`config.mk`:
```
export PLATFORM = sky130hd
export DESIGN_NAME = hmq_controller
export DESIGN_NICKNAME = d
export VERILOG_FILES = /design/src/design/hmq_pkg.sv /design/src/design/hmq_controller.sv
export SDC_FILE = /design/constraint.sdc
export NUM_CORES = 1
export LEC_CHECK = 0
export BUFFER_PORTS_ARGS = -buffer_cell sky130_fd_sc_hd__buf_2
export CAP_MARGIN = 20
export CORE_MARGIN = 2
export CORE_UTILIZATION = 35
export DETAILED_ROUTE_END_ITERATION = 8
export GPL_TIMING_DRIVEN = 1
export PLACE_DENSITY = 0.65
export SETUP_SLACK_MARGIN = 0.1
export SLEW_MARGIN = 20
export SYNTH_ARGS = -nofsm -noshare
export SYNTH_HDL_FRONTEND = slang
export SYNTH_SLANG_ARGS = --single-unit
```
`constraint.sdc`:
```
create_clock -name clock -period 2 [get_ports clock]
set_input_delay 0.2 -clock clock [delete_from_list [all_inputs] [get_ports clock]]
set_output_delay 0.2 -clock clock [all_outputs]
set_load 0.02 [all_outputs]
```
`src/design/hmq_pkg.sv`:
```
// hmq_pkg: shared sizes, codes and word types for the binary min-heap queue
// used by the controller, the datapath and the top level; depends on nothing
package hmq_pkg;

   localparam int CAPACITY  = 1024;
   localparam int KEY_WIDTH = 32;
   localparam int ADDR_W    = $clog2(CAPACITY);
   localparam int COUNT_W   = $clog2(CAPACITY + 1);

   localparam logic [1:0] CMD_INSERT  = 2'd0;
   localparam logic [1:0] CMD_EXTRACT = 2'd1;
   localparam logic [1:0] CMD_PEEK    = 2'd2;

   localparam logic [1:0] ST_OK    = 2'd0;
   localparam logic [1:0] ST_EMPTY = 2'd1;
   localparam logic [1:0] ST_FULL  = 2'd2;

   // read slot select
   localparam logic [2:0] RD_ROOT   = 3'd0;
   localparam logic [2:0] RD_PARENT = 3'd1;
   localparam logic [2:0] RD_LAST   = 3'd2;
   localparam logic [2:0] RD_LEFT   = 3'd3;
   localparam logic [2:0] RD_RIGHT  = 3'd4;

   // write data select
   localparam logic [1:0] WR_MOV  = 2'd0;
   localparam logic [1:0] WR_RAM  = 2'd1;
   localparam logic [1:0] WR_CVAL = 2'd2;

   typedef struct packed {
      logic [1:0]                  cmd;
      logic signed [KEY_WIDTH-1:0] key_in;
   } req_word_type;

   typedef struct packed {
      logic signed [KEY_WIDTH-1:0] key_out;
      logic [COUNT_W-1:0]          count_out;
      logic [1:0]                  status;
   } rsp_word_type;

   typedef struct packed {
      logic       accept;
      logic       ld_insert;
      logic       ld_extract;
      logic       set_result;
      logic [1:0] result_status;
      logic       result_from_ram;
      logic       rd_en;
      logic [2:0] rd_sel;
      logic       wr_en;
      logic [1:0] wr_sel;
      logic       pos_parent;
      logic       pos_child;
      logic       cval_ld;
      logic       cval_right;
      logic       load_rsp;
   } dp_cmd_type;

   typedef struct packed {
      logic [1:0] cmd;
      logic       full;
      logic       empty;
      logic       at_root;
      logic       parent_le;
      logic       no_child;
      logic       has_right;
      logic       right_lt;
      logic       child_ge;
      logic       out_free;
   } dp_status_type;

endpackage

```
`src/design/hmq_controller.sv`:
```
// hmq_controller: state machine sequencing decode, sift-up and sift-down
// depends on hmq_pkg; drives hmq_datapath through dp_cmd_type
module hmq_controller import hmq_pkg::*; (
   input  logic          clock,
   input  logic          reset,
   input  logic          req_valid,
   output logic          req_stall,
   input  dp_status_type dp_status,
   output dp_cmd_type    dp_cmd
);

   localparam logic [3:0] S_IDLE     = 4'd0;
   localparam logic [3:0] S_DECODE   = 4'd1;
   localparam logic [3:0] S_UP_RD    = 4'd2;
   localparam logic [3:0] S_UP_CMP   = 4'd3;
   localparam logic [3:0] S_ROOT     = 4'd4;
   localparam logic [3:0] S_LAST     = 4'd5;
   localparam logic [3:0] S_DN_RD    = 4'd6;
   localparam logic [3:0] S_DN_LEFT  = 4'd7;
   localparam logic [3:0] S_DN_RIGHT = 4'd8;
   localparam logic [3:0] S_DN_CMP   = 4'd9;
   localparam logic [3:0] S_RESP     = 4'd10;

   logic [3:0] state_ff, state_in;

   assign req_stall = state_ff != S_IDLE;

   always_comb begin
      state_in = state_ff;
      dp_cmd   = '0;
      case (state_ff)
         S_IDLE: begin
            if (req_valid) begin
               dp_cmd.accept = 1'b1;
               state_in      = S_DECODE;
            end
         end
         S_DECODE: begin
            dp_cmd.set_result = 1'b1;
            case (dp_status.cmd)
               CMD_INSERT: begin
                  if (dp_status.full) begin
                     dp_cmd.result_status = ST_FULL;
                     state_in             = S_RESP;
                  end else begin
                     dp_cmd.result_status = ST_OK;
                     dp_cmd.ld_insert     = 1'b1;
                     state_in             = S_UP_RD;
                  end
               end
               CMD_EXTRACT, CMD_PEEK: begin
                  if (dp_status.empty) begin
                     dp_cmd.result_status = ST_EMPTY;
                     state_in             = S_RESP;
                  end else begin
                     dp_cmd.result_status = ST_OK;
                     dp_cmd.rd_en         = 1'b1;
                     dp_cmd.rd_sel        = RD_ROOT;
                     state_in             = S_ROOT;
                  end
               end
               default: begin
                  dp_cmd.result_status = ST_OK;
                  state_in             = S_RESP;
               end
            endcase
         end
         S_UP_RD: begin
            if (dp_status.at_root) begin
               dp_cmd.wr_en  = 1'b1;
               dp_cmd.wr_sel = WR_MOV;
               state_in      = S_RESP;
            end else begin
               dp_cmd.rd_en  = 1'b1;
               dp_cmd.rd_sel = RD_PARENT;
               state_in      = S_UP_CMP;
            end
         end
         S_UP_CMP: begin
            dp_cmd.wr_en = 1'b1;
            if (dp_status.parent_le) begin
               dp_cmd.wr_sel = WR_MOV;
               state_in      = S_RESP;
            end else begin
               dp_cmd.wr_sel     = WR_RAM;
               dp_cmd.pos_parent = 1'b1;
               state_in          = S_UP_RD;
            end
         end
         S_ROOT: begin
            dp_cmd.set_result      = 1'b1;
            dp_cmd.result_status   = ST_OK;
            dp_cmd.result_from_ram = 1'b1;
            if (dp_status.cmd == CMD_PEEK) begin
               state_in = S_RESP;
            end else begin
               dp_cmd.rd_en  = 1'b1;
               dp_cmd.rd_sel = RD_LAST;
               state_in      = S_LAST;
            end
         end
         S_LAST: begin
            dp_cmd.ld_extract = 1'b1;
            state_in          = S_DN_RD;
         end
         S_DN_RD: begin
            if (dp_status.no_child) begin
               dp_cmd.wr_en  = 1'b1;
               dp_cmd.wr_sel = WR_MOV;
               state_in      = S_RESP;
            end else begin
               dp_cmd.rd_en  = 1'b1;
               dp_cmd.rd_sel = RD_LEFT;
               state_in      = S_DN_LEFT;
            end
         end
         S_DN_LEFT: begin
            dp_cmd.cval_ld = 1'b1;
            if (dp_status.has_right) begin
               dp_cmd.rd_en  = 1'b1;
               dp_cmd.rd_sel = RD_RIGHT;
               state_in      = S_DN_RIGHT;
            end else begin
               state_in = S_DN_CMP;
            end
         end
         S_DN_RIGHT: begin
            // left wins a tie
            if (dp_status.right_lt) begin
               dp_cmd.cval_ld    = 1'b1;
               dp_cmd.cval_right = 1'b1;
            end
            state_in = S_DN_CMP;
         end
         S_DN_CMP: begin
            dp_cmd.wr_en = 1'b1;
            if (dp_status.child_ge) begin
               dp_cmd.wr_sel = WR_MOV;
               state_in      = S_RESP;
            end else begin
               dp_cmd.wr_sel    = WR_CVAL;
               dp_cmd.pos_child = 1'b1;
               state_in         = S_DN_RD;
            end
         end
         S_RESP: begin
            if (dp_status.out_free) begin
               dp_cmd.load_rsp = 1'b1;
               state_in        = S_IDLE;
            end
         end
         default: begin
            state_in = S_IDLE;
         end
      endcase
   end

   always_ff @(posedge clock) begin
      if (reset) begin
         state_ff <= S_IDLE;
      end else begin
         state_ff <= state_in;
      end
   end

endmodule

```
==> flow_metrics.py <==
metrics = {
    "status": {
        "status": "completed",
    },
    "finish": {
        "fin_nets": 145,
        "largest_reg_flops": 4,
        "ff_latch_area_sq_um": 82.6,
        "antenna_cells": 0,
        "fillers": 179,
        "utilization_pct": 49.1,
        "multi_input_area_sq_um": 489,
        "top_regs": "state_ff x4",
        "syn2layout_area_growth_pct": 35.0,
        "regMostFlops": "state_ff",
        "drive_above_1_share_pct": 35.7,
    },
    "placed_design": {
        "port_buffers": 33,
        "dpl.hpwl_um": 1380,
        "gp_congestion": 0.842,
    },
    "power": {
        "ir_worst_vdd_mv": 0.760,
        "p_per_area_nw_per_um2": 1250,
        "leakage_nw": 0.441,
    },
    "floorplanning": {
        "rows": 15,
        "die-area_sq_um": 2110,
        "die_height_um": 45.9,
        "core_sq_um": 1690,
        "die_w_um": 45.9,
        "start_util_pct": 36.4,
        "pin_count": 34,
    },
    "worst_setup_path": {
        "slowest_delay_ps": 550,
        "r2r_cells": 5,
        "crit_chain": "buf_4 -> or4b_1 -> nand2_1 -> buf_2",
        "crit_arrival_ps": 1630,
        "critPathLaunchType": "flop",
        "cp_max_fo": 9,
        "required_ps": 1800,
        "critPathSlowestCell": "or4b_1",
        "critPathCaptureType": "output port",
        "critical_path_class": "flop to output port",
    },
    "clock_network": {
        "cts.path.max_buffers": 2,
        "clkTransAtPathRegs_ps": 40,
        "clk_latency_ps": 240,
        "numCtsBuffers": 3,
        "postCtsSetupBuffers": 0,
        "cts_tree": "yes",
        "cts_root_buf": "clkbuf_4",
        "cts.sinks": 4,
        "htreeDepth": 1,
    },
    "drt": {
        "drt_iter0_drc": 12,
        "drc": 0,
        "wl_um": 1770,
        "firstDrtPassIters": 4,
        "wl_per_cell_um": 12.4,
        "vias": 749,
        "postRouteAntennaNets": 0,
        "via_per_inst": 5.24,
    },
    "synth": {
        "ys_ff_latch": 4,
        "seq_area_frac_synth_pct": 13.0,
        "avgSynthCellArea_sq_um": 6.75,
        "yosysTopAreaCell": "dfxtp_1",
        "syn-instance-count": 91,
        "yosys_warnings": 0,
        "synth_nets": 108,
        "synth_most_common_cell": "nor2_1",
        "synth_top_area_share_pct": 13.0,
        "yosys-top-cells-area": "dfxtp_1 (13%), nor2_1 (7.9%), nand2b_1 (7.1%), ha_1 (6.1%), nand2_1 (6.1%)",
        "synth_commonest_cells": "nor2_1 (13), nand2_1 (10), nand2b_1 (7)",
        "async_reset_ff_share_pct": 0,
        "synth_cell_type_count": 34,
        "syn-cell-area_sq_um": 614,
        "synth_edf_count": 0,
        "synth_ff_type": "dfxtp_1",
    },
    "sta": {
        "fmax_mhz": 547,
        "period_needed_ps": 1830,
        "finalSetupTns_ps": 0,
        "setup_violations": 0,
        "maxSlewViolCount": 0,
        "slew_headroom_pct": 77.3,
        "fin_crit_sh_pct": 91.5,
        "skew_ps": 1.10,
        "rsz0062_at_grt": "no",
        "hold_viol": 0,
        "tightest_slew_ps": 340,
    },
    "grt": {
        "first_global_vias": 690,
        "grt_first_pass_wirelength_um": 2860,
        "grt_overflow": 0,
        "grt_usage_pct": 19.0,
        "antenna_found_initial": 0,
        "grt_start_max_net_pins": 17,
    },
    "hold_path": {
        "hold_class": "primary input to flop",
        "whs_path_depth": 2,
    },
    "run": {
        "maxCapViolations": 0,
    },
}
==> worst paths after layout <==
check / startpoint / endpoint / slack (ps)
hold reg to reg: state_ff[0] / state_ff[1] / 700
hold / removal: reset / state_ff[2] / 170
setup reg to reg: state_ff[1] / state_ff[3] / 430
setup / recovery: state_ff[1] / dp_cmd[15] / 170
==> logic make-up after synthesis <==
family	after synthesis	synth area share [%]
simple gates	52	49.1
fa+ha+maj	3	6.11
flops	4	13.0
buf+inv	10	7.94
xor+xnor	1	1.43
mux	1	1.83
compound gates	20	20.6
==> power by group <==
group	total (mW)	internal, mW	switching, mW
clock	0.103	0.0673	0.0359
sequential	0.184	0.117	0.0671
combinational	0.753	0.301	0.453
total	1.04	0.485	0.556
==> per-layer routing <==
layer	vias up	wire [um]	GRT usage (%)
li1	391	-	-
met1	331	805	22.8
met2	25	860	31.9
met3	2	90	3.57
met4	0	17	9.14
met5	-	0	0
==> layout make-up <==
type | count | share of cell area [%]
clock buffers | 3 | 2.71
inverters | 6 | 2.71
multi-input cells | 77 | 59.0
flip-flops and latches | 4 | 9.95
well taps | 17 | 2.56
repair buffers | 36 | 23.1
==> critical path, delay by kind of cell, from the launching register on <==
kind,cells,cell delay (ps)
flip-flops,1,380
buffers and inverters,2,360
AND/OR/NAND/NOR,2,640
==> through the flow <==
stage	hold slack (ps)	total power, mW	cells	setup WS [ps]	cell area, sq um
2_1_floorplan	269	0.726	91	312	616
3_3_place_gp	444	0.915	140	473	798
3_5_place_dp	429	0.918	140	419	798
4_1_cts	170	1.03	143	150	821
5_1_grt	164	1.13	143	103	830
6_report	172	1.04	143	171	830
==> cells in the final DEF (no fill, tap or decap) <==
cell        n
a22oi_1     1
nand3b_1    1
o22a_1      1
a2bb2oi_1   1
o21ai_1     1
nor2b_1     2
nor3b_1     2
nor4_1      2
dfxtp_1     2
nor2_1     13
or3_1       1
a31oi_1     1
ha_1        3
nor4b_4     1
clkbuf_4    3
inv_1       6
xor2_1      1
a21oi_1     5
buf_6       1
a221oi_1    1
a2111oi_1   1
a21o_1      1
nand4bb_1   2
nor3_1      4
buf_4       2
nor3_2      1
nand2b_2    1
or2_1       2
o21ai_0     5
a211oi_1    1
or4b_1      1
mux2_2      1
o31ai_1     1
nand2_1    10
dfxtp_2     2
buf_2      33
nand2b_1    6
and3_1      3
==> repair_timing <==
action,4_1_cts,5_1_grt
hold endpoints to repair,0,0
hold buffers,0,0
endpoints found under the setup margin,0,2
gates resized for setup,0,4
(Power assumes the default switching activity.)
